$ cat src/rtl/mpfb_pkg.sv
// mpfb_pkg: command codes, control/status types, font and glyph tables
// for the page-organized monochrome framebuffer engine
// no dependencies
package mpfb_pkg;

    // input command codes
    localparam logic [2:0] CMD_SET_PIXEL   = 3'd0;
    localparam logic [2:0] CMD_CLEAR_PIXEL = 3'd1;
    localparam logic [2:0] CMD_DRAW_CHAR   = 3'd2;
    localparam logic [2:0] CMD_BRAILLE     = 3'd3;
    localparam logic [2:0] CMD_QUADRANT    = 3'd4;
    localparam logic [2:0] CMD_HALF_BLOCK  = 3'd5;

    // character range handled by the font
    localparam logic [7:0] CHAR_NULL   = 8'd0;
    localparam logic [7:0] CHAR_FIRST  = 8'd32;
    localparam logic [7:0] CHAR_LOWER  = 8'd97;
    localparam logic [7:0] CHAR_LAST   = 8'd127;
    localparam int         FONT_BYTES  = 195;

    // code points
    localparam logic [15:0] GLYPH_NONE    = 16'h0000;
    localparam logic [15:0] GLYPH_BRAILLE = 16'h2800;

    // item class decided at accept time
    typedef enum logic [2:0] {
        OP_NONE,
        OP_PIXEL,
        OP_CHAR,
        OP_READ1,
        OP_READ2
    } op_t;

    // frame memory operation for the current cycle
    typedef enum logic [2:0] {
        MEM_IDLE,
        MEM_CLEAR,
        MEM_READ,
        MEM_PIX_WRITE,
        MEM_FONT_WRITE
    } mem_op_t;

    // controller states
    typedef enum logic [3:0] {
        ST_CLEAR,
        ST_IDLE,
        ST_PIX_RD,
        ST_PIX_WR,
        ST_CHR_W0,
        ST_CHR_W1,
        ST_CHR_W2,
        ST_RD_LO,
        ST_RD_HI,
        ST_GLYPH,
        ST_DONE
    } state_t;

    // controller to datapath
    typedef struct packed {
        logic       load_item;
        mem_op_t    mem_op;
        logic [1:0] offset;
        logic       cap_lo;
        logic       glyph_load;
        logic       out_load;
    } dp_cmd_t;

    // datapath to controller
    typedef struct packed {
        op_t  item_op;
        logic clear_last;
    } dp_stat_t;

    // 3-column font, codes 32..96
    localparam logic [7:0] FONT_ROM [0:FONT_BYTES-1] = '{
        8'd0,   8'd0,   8'd0,   8'd0,   8'd125, 8'd0,   8'd96,  8'd0,   8'd96,
        8'd127, 8'd20,  8'd127, 8'd50,  8'd107, 8'd38,  8'd39,  8'd8,   8'd115,
        8'd62,  8'd107, 8'd42,  8'd0,   8'd96,  8'd0,   8'd28,  8'd34,  8'd65,
        8'd65,  8'd34,  8'd28,  8'd107, 8'd62,  8'd107, 8'd8,   8'd62,  8'd8,
        8'd2,   8'd3,   8'd0,   8'd8,   8'd8,   8'd8,   8'd3,   8'd3,   8'd0,
        8'd3,   8'd28,  8'd96,  8'd62,  8'd65,  8'd62,  8'd33,  8'd127, 8'd1,
        8'd35,  8'd69,  8'd57,  8'd34,  8'd73,  8'd54,  8'd60,  8'd4,   8'd127,
        8'd122, 8'd73,  8'd78,  8'd62,  8'd73,  8'd38,  8'd64,  8'd79,  8'd112,
        8'd54,  8'd73,  8'd54,  8'd50,  8'd73,  8'd62,  8'd0,   8'd20,  8'd0,
        8'd2,   8'd20,  8'd0,   8'd8,   8'd20,  8'd34,  8'd20,  8'd20,  8'd20,
        8'd34,  8'd20,  8'd8,   8'd32,  8'd77,  8'd48,  8'd63,  8'd65,  8'd125,
        8'd127, 8'd80,  8'd127, 8'd127, 8'd73,  8'd54,  8'd62,  8'd65,  8'd34,
        8'd127, 8'd65,  8'd62,  8'd127, 8'd73,  8'd65,  8'd127, 8'd72,  8'd72,
        8'd62,  8'd65,  8'd46,  8'd127, 8'd8,   8'd127, 8'd65,  8'd127, 8'd65,
        8'd2,   8'd1,   8'd126, 8'd127, 8'd8,   8'd119, 8'd127, 8'd1,   8'd1,
        8'd127, 8'd62,  8'd127, 8'd127, 8'd64,  8'd127, 8'd127, 8'd65,  8'd127,
        8'd127, 8'd72,  8'd48,  8'd62,  8'd69,  8'd63,  8'd127, 8'd72,  8'd55,
        8'd50,  8'd73,  8'd38,  8'd64,  8'd127, 8'd64,  8'd127, 8'd1,   8'd127,
        8'd124, 8'd3,   8'd124, 8'd127, 8'd14,  8'd127, 8'd119, 8'd8,   8'd119,
        8'd112, 8'd15,  8'd112, 8'd71,  8'd73,  8'd113, 8'd127, 8'd65,  8'd65,
        8'd96,  8'd28,  8'd3,   8'd65,  8'd65,  8'd127, 8'd32,  8'd64,  8'd32,
        8'd1,   8'd1,   8'd1,   8'd64,  8'd32,  8'd0
    };

    // font byte lookup
    function automatic logic [7:0] font_byte(input logic [7:0] idx);
        logic [7:0] val;
        val = 8'd0;
        if (int'(idx) < FONT_BYTES)
        begin
            val = FONT_ROM[idx];
        end
        return val;
    endfunction

    // 2x2 cell pattern to quadrant code point
    function automatic logic [15:0] quad_glyph(input logic [3:0] pat);
        logic [15:0] cp;
        unique case (pat)
            4'd0:    cp = 16'h0020;
            4'd1:    cp = 16'h2596;
            4'd2:    cp = 16'h2598;
            4'd3:    cp = 16'h258C;
            4'd4:    cp = 16'h2597;
            4'd5:    cp = 16'h2584;
            4'd6:    cp = 16'h259A;
            4'd7:    cp = 16'h2599;
            4'd8:    cp = 16'h259D;
            4'd9:    cp = 16'h259E;
            4'd10:   cp = 16'h2580;
            4'd11:   cp = 16'h259B;
            4'd12:   cp = 16'h2590;
            4'd13:   cp = 16'h259F;
            4'd14:   cp = 16'h259C;
            default: cp = 16'h2588;
        endcase
        return cp;
    endfunction

    // 1x2 cell pattern to half-block code point
    function automatic logic [15:0] half_glyph(input logic [1:0] pat);
        logic [15:0] cp;
        unique case (pat)
            2'd0:    cp = 16'h0020;
            2'd1:    cp = 16'h2584;
            2'd2:    cp = 16'h2580;
            default: cp = 16'h2588;
        endcase
        return cp;
    endfunction

endpackage

$ cat src/rtl/mpfb_ctrl.sv
// mpfb_ctrl: sequencer for clear sweep, pixel, character and readout items
// depends on mpfb_pkg
module mpfb_ctrl
    import mpfb_pkg::*;
(
    input  logic     clk,
    input  logic     rst_n,
    input  logic     in_valid,
    input  logic     out_stall,
    input  dp_stat_t stat,
    output logic     in_stall,
    output logic     out_valid,
    output dp_cmd_t  cmd
);

    state_t state_reg;
    state_t state_next;
    op_t    op_reg;
    op_t    op_next;
    logic   out_valid_reg;
    logic   out_valid_next;
    logic   out_free;
    logic   accept;

    assign out_free = !out_valid_reg || !out_stall;
    assign accept   = (state_reg == ST_IDLE) && in_valid;

    // next state
    always_comb
    begin
        state_next = state_reg;
        unique case (state_reg)
            ST_CLEAR:
            begin
                if (stat.clear_last)
                begin
                    state_next = ST_IDLE;
                end
            end
            ST_IDLE:
            begin
                if (in_valid)
                begin
                    unique case (stat.item_op)
                        OP_PIXEL:          state_next = ST_PIX_RD;
                        OP_CHAR:           state_next = ST_CHR_W0;
                        OP_READ1, OP_READ2: state_next = ST_RD_LO;
                        default:           state_next = ST_DONE;
                    endcase
                end
            end
            ST_PIX_RD: state_next = ST_PIX_WR;
            ST_PIX_WR: state_next = ST_DONE;
            ST_CHR_W0: state_next = ST_CHR_W1;
            ST_CHR_W1: state_next = ST_CHR_W2;
            ST_CHR_W2: state_next = ST_DONE;
            ST_RD_LO:  state_next = (op_reg == OP_READ2) ? ST_RD_HI : ST_GLYPH;
            ST_RD_HI:  state_next = ST_GLYPH;
            ST_GLYPH:  state_next = ST_DONE;
            ST_DONE:
            begin
                if (out_free)
                begin
                    state_next = ST_IDLE;
                end
            end
            default:   state_next = ST_IDLE;
        endcase
    end

    // datapath commands
    always_comb
    begin
        cmd            = '0;
        cmd.mem_op     = MEM_IDLE;
        cmd.load_item  = accept;
        unique case (state_reg)
            ST_CLEAR:  cmd.mem_op = MEM_CLEAR;
            ST_IDLE:   cmd.mem_op = MEM_IDLE;
            ST_PIX_RD: cmd.mem_op = MEM_READ;
            ST_PIX_WR: cmd.mem_op = MEM_PIX_WRITE;
            ST_CHR_W0: cmd.mem_op = MEM_FONT_WRITE;
            ST_CHR_W1:
            begin
                cmd.mem_op = MEM_FONT_WRITE;
                cmd.offset = 2'd1;
            end
            ST_CHR_W2:
            begin
                cmd.mem_op = MEM_FONT_WRITE;
                cmd.offset = 2'd2;
            end
            ST_RD_LO:  cmd.mem_op = MEM_READ;
            ST_RD_HI:
            begin
                cmd.mem_op = MEM_READ;
                cmd.offset = 2'd1;
                cmd.cap_lo = 1'b1;
            end
            ST_GLYPH:  cmd.glyph_load = 1'b1;
            ST_DONE:   cmd.out_load = out_free;
            default:   cmd.mem_op = MEM_IDLE;
        endcase
    end

    // op latch and output valid
    assign op_next = accept ? stat.item_op : op_reg;

    always_comb
    begin
        out_valid_next = out_valid_reg;
        if (cmd.out_load)
        begin
            out_valid_next = 1'b1;
        end
        else if (!out_stall)
        begin
            out_valid_next = 1'b0;
        end
    end

    always_ff @(posedge clk or negedge rst_n)
    begin
        if (!rst_n)
        begin
            state_reg     <= ST_CLEAR;
            op_reg        <= OP_NONE;
            out_valid_reg <= 1'b0;
        end
        else
        begin
            state_reg     <= state_next;
            op_reg        <= op_next;
            out_valid_reg <= out_valid_next;
        end
    end

    assign in_stall  = (state_reg != ST_IDLE);
    assign out_valid = out_valid_reg;

endmodule
$ cat config.mk
export PLATFORM = sky130hd
export DESIGN_NAME = mpfb_ctrl
export DESIGN_NICKNAME = d
export VERILOG_FILES = /design/src/rtl/mpfb_pkg.sv /design/src/rtl/mpfb_ctrl.sv
export SDC_FILE = /design/constraint.sdc
export NUM_CORES = 1
export LEC_CHECK = 0
export BUFFER_PORTS_ARGS = -buffer_cell sky130_fd_sc_hd__buf_2
export CORE_MARGIN = 1
export CORE_UTILIZATION = 40
export CTS_BUF_LIST = sky130_fd_sc_hd__clkbuf_4 sky130_fd_sc_hd__clkbuf_8
export DETAILED_ROUTE_END_ITERATION = 12
export PLACE_DENSITY_LB_ADDON = 0.08
export SLEW_MARGIN = 40
export SYNTH_ARGS = -nofsm -noshare
export SYNTH_HDL_FRONTEND = slang
export SYNTH_SLANG_ARGS = --single-unit
$ cat constraint.sdc
create_clock -name clk -period 2.9 [get_ports clk]
set_input_delay 0.29 -clock clk [delete_from_list [all_inputs] [get_ports clk]]
set_output_delay 0.29 -clock clk [all_outputs]
set_load 0.01 [all_outputs]
==> key figures, run 1 <==
Drt
  – Wire per inst: 13.4 um
  – # DRC: 0
  – Final WL: between 1000 and 1500 um
  – Vias per inst: about 5.6
  – Initial DRC count: 18
  – DRT antenna net count: 0
  – 1st-pass router iterations: 4
  – Via Count: 576

Power and ir drop
  – Comb power frac: 0.499
  – Peak VDD IR: roughly 0.58 mV
  – Power per Cell Area: roughly 1000 mW/mm^2
  – Internal power: approximately 0.38 mW
  – Leak Pwr: around 0.33 nW
  – Psw: around 0.34 mW
  – Switching part of the total: 0.469
  – Flop pwr share: 0.380
  – Clock Power Share: 0.122

STA
  – Unrepaired setup endpoints after global routing: no
  – Highest Clock Rate: around 530 MHz
  – Pins Over Slew Limit: 0
  – Final setup margin: slightly above 1 ns
  – Headroom to the max-slew limit: 0.681
  – Fin crit share: 0.652
  – Final hold vios: 0
  – Worst Tran Pin Value: around 0.48 ns
  – Final setup viols: 0
  – Setup_tns: 0 ns
  – Post-layout minimum cycle time: around 1.9 ns
  – Worst clock skew: just under 0.007 ns

Min path
  – Hold Crit Depth: 2
  – HP Start: stat[1]
  – Hold Path End: op_reg[0]
  – Min-delay worst type: input port to register

Die
  – DIE AREA: about 0.0017 mm^2
  – Initial Util: 0.450
  – # IOs: 19
  – Die Wd: around 41 um
  – Chip height: a little over 40 um
  – Standard-cell rows: 13
  – Core ar.: between 0.001 and 0.0015 mm^2

Logic synthesis
  – Yosys reg bits: 8
  – Count of cell types in the netlist: 33
  – Synth Area in XOR/XNOR: 0.0144
  – Ys flop type: dfrtp_1
  – Asr flop ratio synth: 1.00
  – Post-Synthesis Cells: just over 70
  – Synth top cells by count: dfrtp_1 (8), nand2_1 (8), nor2_1 (8)
  – EDFF count, synth: 0
  – Seq/Total Area, Yosys: 0.329
  – Largest area contributor in the netlist: dfrtp_1
  – Synth area leaders: dfrtp_1 (33%), mux2_1 (5.6%), buf_4 (4.9%), nand2_1 (4.9%), nor2_1 (4.9%)
  – Synthesized area per cell: between 8 and 9 um^2
  – Cell Area, Synth: 608 um^2
  – Proportion of synthesized area in mux cells: 0.0556
  – Compound-Gate Fraction of Synth Area: 0.241
  – Post-synthesis adder-cell area fraction: 0
  – Mapped Nets: 80
  – Yosys Warn Count: 0
  – Largest family of logic cells by synthesized area: simple AND/OR/NAND/NOR gates
  – Synth top area share: 0.329
  – Synth Area in Simple Gates: 0.247

Clock tree
  – CTS sink count: 8
  – H-tree depth: 1
  – Clk_lat worst skew: approximately 0.25 ns
  – Hold buffer count at CTS: 1
  – Post_cts resized: 0
  – TritonCTS clock tree: built
  – Clock buffer depth: 2
  – Clock root buffer: clkbuf_4
  – Num CTS Buffers: 3
  – Setup Buffers After CTS: 0
  – Reg clk slew, reported paths: 0.06 ns

Placed design
  – Placed Area: roughly 670 um^2
  – IO buf count: 18
  – DP HPWL: between 1000 and 1500 um
  – GP Congestion: 0.851
  – Worst slack at placement: ~1.3 ns
  – Placed Cells incl. Taps: 99

Global route
  – Largest net degree at the start of global routing: 17
  – Grt ovf: 0
  – First-pass GRT wire length: approximately 2200 um
  – Vias in the first global route: 476
  – Initial antenna violation count: 0
  – Gr usage total: 0.206

Critical path
  – Worst setup SP type: register
  – Crit path required time: ~2.6 ns
  – FF-to-FF path depth: 4
  – Max incr delay on CP: 0.64 ns
  – R2R setup slack: ~1.3 ns
  – Worst r2r src: state_reg[0]
  – R2R Path End: op_reg[2]
  – Crit. End Element: primary output
  – Crit Path Max Fanout: 12
  – Crit path cell chain: nand2b_1 > nor3_2 > nand2_1 > inv_1 > buf_2
  – Critical Path Slowest Stage Cell: dfrtp_1
  – Worst Path Arrival: between 1.5 and 2 ns
  – Crit Path Class: register to primary output

Layout
  – Share of post-route cells with drive strength above 1: 0.273
  – FILL cells: ~130
  – NumNets Final: 98
  – Post-route cell area: roughly 700 um^2
  – N_diodes: 0
  – Reg area: roughly 200 um^2
  – Max reg flops: 4
  – Layout Cells excl Fill: between 100 and 150
  – Final core utilization: 0.521
  – Area occupied by multi-input gates: between 300 and 400 um^2
  – Synth-to-Final Area Change: 15.6%

Run status
  – Status: finished clean

Run
  – Max-Cap Viols: 0
## worst max-delay path: cells and delay by family, from the launching register on
family	cells	cell delay [ns]
flops	1	0.64
simple gates	3	0.52
buf+inv	2	0.19
## metal layers
layer | global-route usage | up-vias | wire (um)
met4 | 0.0750 | 0 | 9
met2 | 0.281 | 22 | 581
met5 | 0 | - | 0
met1 | 0.298 | 259 | 690
li1 | - | 293 | -
met3 | 0.0652 | 2 | 98
## how the worst max path moves through the flow
stage | slack [ns] | endpoint | cells past startpoint | start
2_1_floorplan | 1.50 | cmd[6] | 3 | state_reg[2]
3_3_place_gp | 1.34 | cmd[8] | 5 | state_reg[1]
3_5_place_dp | 1.32 | cmd[8] | 5 | state_reg[0]
4_1_cts | 1.01 | cmd[8] | 5 | state_reg[0]
5_1_grt | 0.85 | cmd[8] | 5 | state_reg[1]
6_report | 1.01 | cmd[8] | 5 | state_reg[0]
## metrics by stage
stage | hold slack [ns] | total power [mW]
final | 0.303 | 0.717
after floorplan | -0.00559 | 0.548
after CTS | 0.301 | 0.720
after detailed placement | 0.145 | 0.627
after global placement | 0.143 | 0.629
after global routing | 0.314 | 0.785
## final cells by class
type / count / share of cell area
well taps: 15 / 0.0267
repair buffers: 19 / 0.142
clock buffers: 3 / 0.0320
multi-input cells: 54 / 0.482
flip-flops and latches: 8 / 0.285
inverters: 4 / 0.0320
## layout by cell type (no fill, tap or decap), types with 3 or more instances in the layout
master | netlist | final
nand2b_1 | 3 | 3
buf_2 | 1 | 18
nor2_1 | 8 | 8
a21oi_1 | 3 | 3
inv_1 | 3 | 3
nand2_1 | 8 | 8
o21ai_0 | 4 | 4
clkbuf_4 | 0 | 3
mux2_1 | 3 | 3
dfrtp_1 | 8 | 8
## cells by family (layout without fill, tap and decap cells)
logic type | Yosys count | count (layout)
xor gates and xnor gates | 1 | 1
muxes | 3 | 3
buffers and inverters | 10 | 26
DFF | 8 | 8
and+or+nand+nor | 29 | 29
AOI/OAI and AO/OA | 21 | 21
## power by group through the flow
stage	logic (mW)	clock network, mW	registers, mW
3_3_place_gp	0.359	0	0.270
3_5_place_dp	0.356	0	0.272
6_report	0.358	0.0874	0.272
5_1_grt	0.401	0.0961	0.288
4_1_cts	0.361	0.0898	0.269
2_1_floorplan	0.342	0	0.205
(Power assumes the default switching activity.)
==> run 2, diff against run 1 <==
==> constraint.sdc (replaced) <==
create_clock -name clk -period 1.7 [get_ports clk]
set_input_delay 0.17 -clock clk [delete_from_list [all_inputs] [get_ports clk]]
set_output_delay 0.17 -clock clk [all_outputs]
set_load 0.01 [all_outputs]
==> run 2 against run 1 <==
  * Die area unchanged
  * Worst setup slack got worse by 0.86 ns
  * Flip-flop and latch count unchanged
  * Clock skew decreased by 0.0018 ns
  * Sequential power increased by 42%
  * Hold slack got worse by 0.12 ns
  * Combinational power increased by 100%
  * Utilization increased by 1.7 points
  * Via count decreased by 3.6%
  * Global-route usage decreased by 0.91 points
  * Critical path type unchanged
==> key figures, run 2 (synthesis gave the netlist of run 1 again) <==
Placed design
  – IO buf count: 18 (unchanged)
  – DP HPWL: 1040 um (was 1020 um)
  – Placed Cells incl. Taps: 101 (was 99)
  – GP Congestion: 0.785 (was 0.851)
  – Worst slack at placement: 0.267 ns (was 1.32 ns)

Die
  – # IOs: 19 (unchanged)
  – Die Wd: 41.0 um (unchanged)
  – Standard-cell rows: 13 (unchanged)
  – Chip height: 41.0 um (unchanged)
  – DIE AREA: 0.00168 mm^2 (unchanged)
  – Initial Util: 0.450 (unchanged)
  – Core ar.: 0.00135 mm^2 (unchanged)

Critical path
  – FF-to-FF path depth: 3 (was 4)
  – Crit. End Element: primary output (unchanged)
  – Worst setup SP type: register (unchanged)
  – Crit Path Class: register to primary output (unchanged)
  – Worst Path Arrival: 1.38 ns (was 1.60 ns)
  – Crit path required time: 1.53 ns (was 2.61 ns)
  – Crit Path Max Fanout: 14 (was 12)

Global route
  – First-pass GRT wire length: 2110 um (was 2150 um)
  – Initial antenna violation count: 0 (unchanged)
  – Vias in the first global route: 511 (was 476)
  – Gr usage total: 0.197 (was 0.206)
  – Largest net degree at the start of global routing: 16 (was 17)
  – Grt ovf: 0 (unchanged)

STA
  – Highest Clock Rate: ~640 MHz
  – Final setup margin: 0.146 ns (was 1.01 ns)
  – Headroom to the max-slew limit: 0.846 (was 0.681)
  – Unrepaired setup endpoints after global routing: no (unchanged)
  – Post-layout minimum cycle time: ~1.6 ns
  – Worst clock skew: 0.00512 ns (was 0.00688 ns)
  – Final setup viols: 0 (unchanged)
  – Worst Tran Pin Value: 0.228 ns (was 0.479 ns)
  – Final hold vios: 0 (unchanged)
  – Pins Over Slew Limit: 0 (unchanged)
  – Setup_tns: 0 ns (unchanged)
  – Fin crit share: 0.914

Clock tree
  – Clk_lat worst skew: 0.26 ns (was 0.25 ns)
  – TritonCTS clock tree: built (unchanged)
  – H-tree depth: 1 (unchanged)
  – Reg clk slew, reported paths: 0.06 ns (about the same)
  – Clock buffer depth: 2 (unchanged)
  – Setup Buffers After CTS: 0 (unchanged)
  – CTS sink count: 8 (unchanged)
  – Num CTS Buffers: 3 (unchanged)
  – Clock root buffer: clkbuf_4 (unchanged)

Drt
  – Via Count: 555 (was 576)
  – Initial DRC count: 6 (was 18)
  – # DRC: 0 (unchanged)
  – DRT antenna net count: 0 (unchanged)
  – Wire per inst: 12.5 um (was 13.4 um)
  – Vias per inst: 5.29 (was 5.59)
  – 1st-pass router iterations: 2 (was 4)
  – Final WL: 1310 um (was 1380 um)

Layout
  – Commonest cells after routing, fill and taps aside: buf_2 (18), nor2_1 (8), nand2_1 (8) (was buf_2 (18), nor2_1 (8), nand2_1 (8), dfrtp_1 (8), o21ai_0 (4))
  – Layout Cells excl Fill: 105 (was 103)
  – Commonest non-fill, non-tap cell in the layout: buf_2 (unchanged)
  – NumNets Final: 100 (was 98)
  – Max reg flops: 4 (unchanged)
  – Share of post-route cells with drive strength above 1: 0.322 (was 0.273)
  – N_diodes: 0 (unchanged)
  – Synth-to-Final Area Change: 19.3% (was 15.6%)

Power and ir drop
  – Peak VDD IR: 0.811 mV (was 0.582 mV)
  – Pwr Total: 1.27 mW (was 0.717 mW)
  – Leak Pwr: 0.341 nW (was 0.333 nW)
  – Power per Cell Area: 1740 mW/mm^2 (was 1020 mW/mm^2)

Run status
  – Status: finished clean (unchanged)

Min path
  – Min-delay worst type: input port to register (unchanged)
  – Hold Crit Depth: 2 (unchanged)

Run
  – Max-Cap Viols: 0 (unchanged)
==> run 2: through the flow <==
| step | hold slack, ns | util | instance area, um^2 |
|---|---|---|---|
| 2_1_floorplan | -0.126 | - | 608 |
| 3_3_place_gp | 0.0234 | 0.508 | 686 |
| 3_5_place_dp | 0.0246 | 0.508 | 686 |
| 4_1_cts | 0.178 | 0.533 | 719 |
| 5_1_grt | 0.195 | 0.538 | 726 |
| 6_report | 0.186 | 0.538 | 726 |
==> run 2: worst max-delay path, cell delays in order, from the launching register on <==
cell	delay [ns]
dfrtp_2	0.49
nand2b_1	0.24
nor3_2	0.14
o21bai_1	0.12
buf_2	0.14
==> run 2: routing by layer <==
metal / vias up / track usage / wire, um
met4: 0 / 0.0750 / 21
met1: 244 / 0.262 / 662
met5: - / 0 / 0
met3: 3 / 0.0326 / 54
li1: 293 / - / -
met2: 15 / 0.316 / 576
==> run 2: final cells by class <==
class                           count  area (um^2)
Multi-Input combinational cell     54          344
Sequential cell                     8          203
Timing Repair Buffer               21          115
Tap cell                           15         18.8
Clock buffer                        3         22.5
Fill cell                         150          624
Inverter                            4         22.5
==> run 2: timing repair <==
action	CTS	global route
resized for setup	1	2
pin swaps	0	0
endpoints found under the hold margin	8	0
endpoints found under the setup margin	1	2
hold buffers	1	0
==> run 2: worst paths after layout <==
| check | startpoint | to | slack (ns) |
|---|---|---|---|
| setup / recovery | state_reg[2] | cmd[6] | 0.15 |
| hold / removal | stat[1] | op_reg[0] | 0.19 |
| setup reg to reg | state_reg[2] | op_reg[2] | 0.35 |
| hold reg to reg | op_reg[0] | op_reg[0] | 0.49 |
| max in group asynchronous | rst_n | state_reg[2] | 1.23 |
| min in group asynchronous | rst_n | state_reg[0] | 0.28 |
==> run 2: where the power goes <==
group          internal, mW  switching, mW  leakage [nW]
combinational         0.322          0.411         0.232
sequential            0.285          0.101        0.0955
clock                0.0808         0.0656        0.0138
total                 0.688          0.578         0.341
==> run 3, diff against run 2 <==
--- a/config.mk
+++ b/config.mk
@@ -7,7 +7,7 @@
 export LEC_CHECK = 0
 export BUFFER_PORTS_ARGS = -buffer_cell sky130_fd_sc_hd__buf_2
 export CORE_MARGIN = 1
-export CORE_UTILIZATION = 40
+export CORE_UTILIZATION = 25
 export CTS_BUF_LIST = sky130_fd_sc_hd__clkbuf_4 sky130_fd_sc_hd__clkbuf_8
 export DETAILED_ROUTE_END_ITERATION = 12
 export PLACE_DENSITY_LB_ADDON = 0.08
==> run 3 against run 2 <==
  * Critical path depth is the same
  * Via count is 4.0% higher
  * Worst setup slack worse by 0.027 ns
  * Combinational power up 9.8%
  * Clock skew fell by 0.0037 ns
  * Maximum frequency down 1.7%
  * Cell count is 13% higher
  * Final area rose by 4.8%
  * Clock power fell by 5%
  * Count of clock-buffer cells in the layout stayed put
  * Non-clock buffer count grew 1
  * Highest routed layer unchanged
  * Global-route usage down 7.4 points
==> key figures, run 3 (synthesis gave the netlist of run 1 again) <==
Clock tree
  – Clock buffer depth: 2 (unchanged)
  – Reg clk slew, reported paths: 0.05 ns (was 0.06 ns)
  – Clk_lat worst skew: 0.25 ns (was 0.26 ns)
  – Num CTS Buffers: 3 (unchanged)
  – Clock root buffer: clkbuf_4 (unchanged)
  – TritonCTS clock tree: built (unchanged)
  – H-tree depth: 1 (unchanged)
  – CTS sink count: 8 (unchanged)

Power and ir drop
  – Psw: 0.593 mW (was 0.578 mW)
  – Clock Power Share: 0.106 (was 0.116)
  – Switching part of the total: 0.448 (was 0.456)
  – Flop pwr share: 0.285 (was 0.305)
  – Pwr Total: 1.32 mW (was 1.27 mW)
  – Power per Cell Area: 1740 mW/mm^2 (about the same)
  – Comb power frac: 0.609 (was 0.579)
  – Leak Pwr: 0.352 nW (was 0.341 nW)
  – Internal power: 0.729 mW (was 0.688 mW)
  – Peak VDD IR: 0.657 mV (was 0.811 mV)

Layout
  – Commonest non-fill, non-tap cell in the layout: buf_2 (unchanged)
  – N_diodes: 0 (unchanged)
  – Synth-to-Final Area Change: 25.1% (was 19.3%)
  – Commonest cells after routing, fill and taps aside: buf_2 (18), nor2_1 (8), nand2_1 (8) (unchanged)
  – Max reg flops: 4 (unchanged)
  – Final core utilization: 0.337 (was 0.538)
  – Post-route cell area: 761 um^2 (was 726 um^2)
  – FILL cells: 261 (was 150)
  – Share of post-route cells with drive strength above 1: 0.319 (was 0.322)
  – NumNets Final: 101 (was 100)

STA
  – Post-layout minimum cycle time: 1.58 ns (was 1.55 ns)
  – Pins Over Slew Limit: 0 (unchanged)
  – Final hold vios: 0 (unchanged)
  – Headroom to the max-slew limit: 0.814 (was 0.846)
  – Worst clock skew: 0.00140 ns (was 0.00512 ns)
  – Fin crit share: 0.930 (was 0.914)
  – Highest Clock Rate: 632 MHz (was 643 MHz)
  – Worst Tran Pin Value: 0.274 ns (was 0.228 ns)
  – Setup_tns: 0 ns (unchanged)
  – Unrepaired setup endpoints after global routing: no (unchanged)
  – Final setup viols: 0 (unchanged)

Global route
  – First-pass GRT wire length: 2410 um (was 2110 um)
  – Grt ovf: 0 (unchanged)
  – Vias in the first global route: 557 (was 511)
  – Gr usage total: 0.123 (was 0.197)
  – Initial antenna violation count: 0 (unchanged)
  – Largest net degree at the start of global routing: 16 (unchanged)

Critical path
  – Crit Path Max Fanout: 14 (unchanged)
  – Crit path required time: 1.53 ns (about the same)
  – Crit. End Element: primary output (unchanged)
  – Worst Path Arrival: 1.41 ns (was 1.38 ns)
  – Worst setup SP type: register (unchanged)
  – Crit Path Class: register to primary output (unchanged)

Placed design
  – DP HPWL: 1150 um (was 1040 um)
  – IO buf count: 18 (unchanged)
  – GP Congestion: 0.836 (was 0.785)
  – Placed Area: 722 um^2 (was 686 um^2)

Drt
  – Via Count: 577 (was 555)
  – DRT antenna net count: 0 (unchanged)
  – 1st-pass router iterations: 4 (was 2)
  – Final WL: 1470 um (was 1310 um)
  – # DRC: 0 (unchanged)
  – Initial DRC count: 3 (was 6)
  – Vias per inst: 4.85 (was 5.29)
  – Wire per inst: 12.3 um (was 12.5 um)

Run
  – Max-Cap Viols: 0 (unchanged)

Min path
  – Min-delay worst type: input port to register (unchanged)

Die
  – # IOs: 19 (unchanged)
  – Standard-cell rows: 17 (was 13)
  – DIE AREA: 0.00263 mm^2 (was 0.00168 mm^2)
  – Die Wd: 51.3 um (was 41.0 um)
  – Core ar.: 0.00225 mm^2 (was 0.00135 mm^2)
  – Chip height: 51.3 um (was 41.0 um)
  – Initial Util: 0.270 (was 0.450)

Run status
  – Status: finished clean (unchanged)
run 3: critical path: stages, from the launching register on:
cell and delay, ns:
dfrtp_2 0.49, nand2b_1 0.24, nor3_2 0.16, o21bai_1 0.13
buf_2 0.14
run 3: power by group through the flow:
| stage | registers [mW] | logic (mW) | clock network [mW] |
|---|---|---|---|
| 3_3_place_gp | 0.382 | 0.827 | 0 |
| 6_report | 0.377 | 0.805 | 0.139 |
| 5_1_grt | 0.392 | 0.889 | 0.158 |
| 2_1_floorplan | 0.350 | 0.584 | 0 |
| 3_5_place_dp | 0.376 | 0.806 | 0 |
| 4_1_cts | 0.374 | 0.810 | 0.150 |
run 3: path summary, 6_finish.rpt:
kind                                      to          from  depth (start not counted)  slack (ns)
min in group asynchronous          op_reg[1]         rst_n                          2        0.29
worst min register to register     op_reg[0]     op_reg[0]                          1        0.50
worst max register to register  state_reg[0]  state_reg[0]                          4        0.28
worst min-delay path               op_reg[0]       stat[1]                          2        0.20
max in group asynchronous       state_reg[2]         rst_n                          2        1.23
worst max-delay path                  cmd[6]  state_reg[2]                          4        0.12
run 3: layout make-up:
cell class,instances,area [um^2],area share
clock buffers,3,22.5,0.0296
inverters,4,22.5,0.0296
multi-input cells,54,344,0.452
flip-flops and latches,8,201,0.265
well taps,28,35.0,0.0461
repair buffers,22,135,0.178
run 3: routing by layer:
layer / track usage / wire, um / vias to the layer above
met5: 0 / 0 / -
met4: 0.0901 / 14 / 0
met3: 0.0149 / 74 / 2
met2: 0.173 / 625 / 13
met1: 0.171 / 751 / 267
li1: - / - / 295
run 3: what timing repair did:
item | 4_1_cts | 5_1_grt
gates resized for setup | 1 | 1
hold endpoints to repair | 8 | 0
hold buffers | 1 | 0
setup buffers | 0 | 0
endpoints found under the setup margin | 1 | 1
run 3: stage by stage:
step / std cells / hold slack, ns / worst slack, ns
floorplan: 72 / -0.126 / 0.410
global placement: 115 / 0.0214 / 0.282
detailed placement: 115 / 0.0237 / 0.271
CTS: 119 / 0.190 / 0.0478
global route: 119 / 0.212 / 0.0332
finish: 119 / 0.200 / 0.118
